File: config.mk
export PLATFORM = sky130hd
export DESIGN_NAME = cmwc_step
export DESIGN_NICKNAME = d
export VERILOG_FILES = /design/src/hdl/cmwc_pkg.sv /design/src/hdl/cmwc_step.sv
export SDC_FILE = /design/constraint.sdc
export NUM_CORES = 1
export LEC_CHECK = 0
export BUFFER_PORTS_ARGS = -buffer_cell sky130_fd_sc_hd__buf_4
export CORE_MARGIN = 2
export CORE_UTILIZATION = 53
export DETAILED_ROUTE_END_ITERATION = 8
export GPL_ROUTABILITY_DRIVEN = 1
export PLACE_DENSITY_LB_ADDON = 0.15
export SLEW_MARGIN = 10
export SYNTH_ARGS = -nofsm -noshare
export SYNTH_HDL_FRONTEND = slang
export SYNTH_SLANG_ARGS = --single-unit
File: constraint.sdc
create_clock -name vclk -period 12.9
set_clock_uncertainty 0.2 [all_clocks]
set_input_delay 0 -clock vclk [all_inputs]
set_output_delay 0 -clock vclk [all_outputs]
set_load 0.1 [all_outputs]
File: src/hdl/cmwc_pkg.sv
// Shared types and constants for the lag-4096 complementary multiply-with-carry generator.
// Depends on nothing; used by the step logic, the top level and the checker.
`timescale 1ns / 1ps

package cmwc_pkg;

  localparam int WORD_W = 32;
  localparam int MULT_W = 15;

  localparam logic [MULT_W-1:0] MULTIPLIER      = 15'd18782;
  localparam logic [WORD_W-1:0] COMPLEMENT_BASE = 32'hFFFF_FFFE;
  localparam logic [WORD_W-1:0] CARRY_RESET     = 32'd362436;

  // Item operation codes.
  localparam logic OP_LOAD     = 1'b0;
  localparam logic OP_GENERATE = 1'b1;

  // Result of one generator step.
  typedef struct packed {
    logic [WORD_W-1:0] word;
    logic [WORD_W-1:0] carry;
  } step_t;

endpackage

File: src/hdl/cmwc_step.sv
// Combinational multiply-with-carry step: one table word and the carry in, new word and carry out.
// Depends on cmwc_pkg.
`timescale 1ns / 1ps

module cmwc_step (
  input  logic [cmwc_pkg::WORD_W-1:0] entry,
  input  logic [cmwc_pkg::WORD_W-1:0] carry,
  output cmwc_pkg::step_t             result
);

  localparam int T_W = cmwc_pkg::WORD_W + cmwc_pkg::MULT_W + 1;

  logic [T_W-1:0]              t;
  logic [cmwc_pkg::WORD_W-1:0] carry_mid;
  logic [cmwc_pkg::WORD_W-1:0] x;

  always_comb begin
    t = T_W'(entry) * T_W'(cmwc_pkg::MULTIPLIER) + T_W'(carry);
    carry_mid = cmwc_pkg::WORD_W'(t[T_W-1:cmwc_pkg::WORD_W]);
    x = t[cmwc_pkg::WORD_W-1:0] + carry_mid;
    if (x < carry_mid) begin
      result.word  = cmwc_pkg::COMPLEMENT_BASE - (x + 1'b1);
      result.carry = carry_mid + 1'b1;
    end else begin
      result.word  = cmwc_pkg::COMPLEMENT_BASE - x;
      result.carry = carry_mid;
    end
  end

endmodule

== Word-level counts from Yosys, hierarchy flattened ==
Cells that the tools add are included.
Widths: inputs -> output; s select.
Word-level totals
  register bits after elaboration: 0
  input port bits: 64
  output and inout bits: 64
  logic and storage cells: 9
Cells by class
  $add $sub $neg: 6
  $mul: 1
  order comparisons: 1
  multiplexer cells: 1
Operators with widths (count)
  $mux 64: 1
  $sub 32x32->32 const A: 2
  $add 47x32->48: 1
  $mul 32x14->46 const B: 1
  $add 32x1->32 const B: 1
  $add 32x16->32: 1
  $lt 32x16->1: 1
  $add 16x1->17 const B: 1

== Longest topological paths before layout ==
  word-level depth: 6
  mapped depth: 62
  depth with buffers taken out: 59

== Worst setup path after synthesis ==
Ideal clock, no wire load.
  kind: input-to-output
  start: in entry[8] (netlist name)
  end: out result[15] (netlist name)
  arrival time: 13.573 ns
  data required time: 12.700 ns
  setup slack: -0.874 ns
  cell stages on the path: 57
  buffers on the path: 0
  cells stage by stage: ha_1 -> inv_1 -> fa_1 -> inv_1 -> fa_1 -> inv_1 -> fa_1 -> inv_1 -> fa_1 -> inv_1 -> fa_1 -> inv_1 -> ha_1 -> a21oi_1 -> o21a_1 -> o21ai_0 -> nor2_1 -> o21ai_0 -> [21 not listed] -> a221o_1 -> xnor2_1 -> inv_1 -> ha_1 -> a21oi_1 -> nor2b_1 -> o21ai_0 -> nand2b_1 -> a21oi_1 -> nor2b_1 -> o21ai_0 -> nand2b_1 -> a221oi_1 -> o311a_1 -> nand4_1 -> nor4_4 -> nand2_1 -> o31ai_1
RTL lines
  from (decl): line cmwc_step.sv:6  | input logic [cmwc_pkg::WORD_W-1:0] entry,
  to (decl): line cmwc_step.sv:8  | output cmwc_pkg::step_t result

==> results.md <==
- Worst Setup Start Kind: primary input
- Starting Density: 0.540
- Arrival time at the worst endpoint: 12.21 ns
- FFs & Latches: 0
- Final setup viols: 0
- Share of layout cells above drive strength 1: 0.165
- Status: finished, final reports clean
- Relative slew margins: 0.371
- Syn avg cell area: 8.23 sq um
- Num ports: 128
- Global routing's busiest layer: met2
- Area Growth Syn to Fin: 14.1%
- Global routing met2 resource utilization: 0.471
- GRT Residual Overflow: 0
- Cells after synthesis: 1770
- Die Wd: 170 um
- Cell Rows: 60
- Syn Std Cell Area: 14600 sq um
- Port buffer count: 112
- Max cap viols: 0
- DR vias: 12800
- # DRC: 0
- Die Y-Extent: 170 um
- M1 GR Usage: 0.386
- Estimated wirelength of the detail-placed design: 35.4 mm
- Actual slew at the worst max-slew pin: 0.937 ns
- Total Wirelength: 39.9 mm
- Setup CP Type: in -> out
- Vias per cell: 5.72
- Critical path peak fanout: 7
- Grt met3 use: 0.0154
- Pins Over Slew Limit: 0
- Critical path required time: 12.70 ns
- Core area: 27000 sq um
- Register area: 0 sq um
- Clock buffers: 0
- Vias in the first global route: 12500
- Fin crit share: 0.962
- Final hold violation count: 0
- ANT cells: 0
- First-pass GRT wire length: 64.1 mm
- Crit-path most repeated cell: inv_1
- Max frequency: 0.0806 GHz
- GRT Total Usage: 0.276
- Largest net degree at the start of global routing: 19
- Worst setup path startpoint: entry[8]
- Sequential share of the synthesized area: 0
- DIE AREA: 28800 sq um
- WL/cell: 17.9 um
- Hold_buf cts: 0
- Commonest non-fill, non-tap cells in the layout: 335 x inv_1, 262 x ha_1, 169 x fa_1
- Netlist cell types: 101
- Commonest non-fill, non-tap cell in the layout: inv_1
- Worst path slowest cell: or4b_2
- Nets: 2400
- Min-delay src: carry[0]
- Worst Setup End Kind: primary output
- Worst path max stage delay: 0.70 ns
- Gpl congestion: 0.966
- Final min period: 12.41 ns
- Synth Warn #: 0
- Starting DRT DRC Count: 773
- Antenna Nets Post-Route: 0
- HP Class: in -> out
- Detailed Routing Iterations Pass 1: 5
- Initial antenna violation count: 0
- Post-layout util: 0.617
## synthesized netlist by cell type (32+ instances only)
master | count | area share
o21ai_0 | 52 | 0.018
xor2_1 | 46 | 0.028
xnor2_1 | 103 | 0.062
nand3_1 | 32 | 0.011
ha_1 | 272 | 0.23
inv_1 | 336 | 0.087
a21o_1 | 35 | 0.018
fa_1 | 170 | 0.23
nand4_1 | 37 | 0.016
nand2_1 | 104 | 0.027
a21oi_1 | 96 | 0.033
nor2_1 | 83 | 0.021
## cells by family after synthesis
logic type | share of synthesized area
adder cells (fa/ha/maj) | 0.470
AND/OR/NAND/NOR | 0.151
buffers and inverters | 0.108
AO/OA/AOI/OAI | 0.173
XOR/XNOR | 0.0934
multiplexers | 0.00361
other | 0.000257
## final cells by class
class,instances,area (sq um)
Inverter,339,1270
Timing Repair Buffer,162,1280
Fill cell,2405,10300
Tap cell,341,427
Multi-Input combinational cell,1391,13600
## final timing paths
kind	endpoint	slack, ns	depth (start not counted)
setup / recovery	result[14]	0.49	49
hold / removal	result[33]	0.57	5
## what timing repair did
| item | CTS | global route |
|---|---|---|
| buffers inserted | 2 | 16 |
| endpoints found under the setup margin | 35 | 48 |
| resized for setup | 8 | 84 |
| pin swaps | 1 | 31 |
## metrics by stage
step	cells	cell area [sq um]	hold WS (ns)	setup TNS, ns	setup slack, ns
2_1_floorplan	1785	14900	0.387	-1.58	-0.386
3_3_place_gp	2215	16100	0.558	-1.36	-0.109
3_5_place_dp	2215	16100	0.547	-3.37	-0.194
4_1_cts	2217	16100	0.552	0	0.00690
5_1_grt	2233	16600	0.564	-0.282	-0.0585
6_report	2233	16600	0.570	0	0.494
## worst max-delay path: cells and delay by family
family          cells  cell delay [ns]
mux                 1             0.22
xor+xnor            3             0.55
buf+inv            10             0.96
simple gates       14             4.61
fa+ha+maj           9             3.86
compound gates     12             1.95
## metal layers
layer,up-vias,wire length [um],share of wire
met3,42,1690,0.042
met5,-,0,0
met1,6109,18600,0.47
li1,6258,-,-
met2,359,18600,0.47
met4,0,1040,0.026
Power is not shown: default switching activity piles up to over one toggle a cycle in this logic, so the estimate is an artifact.
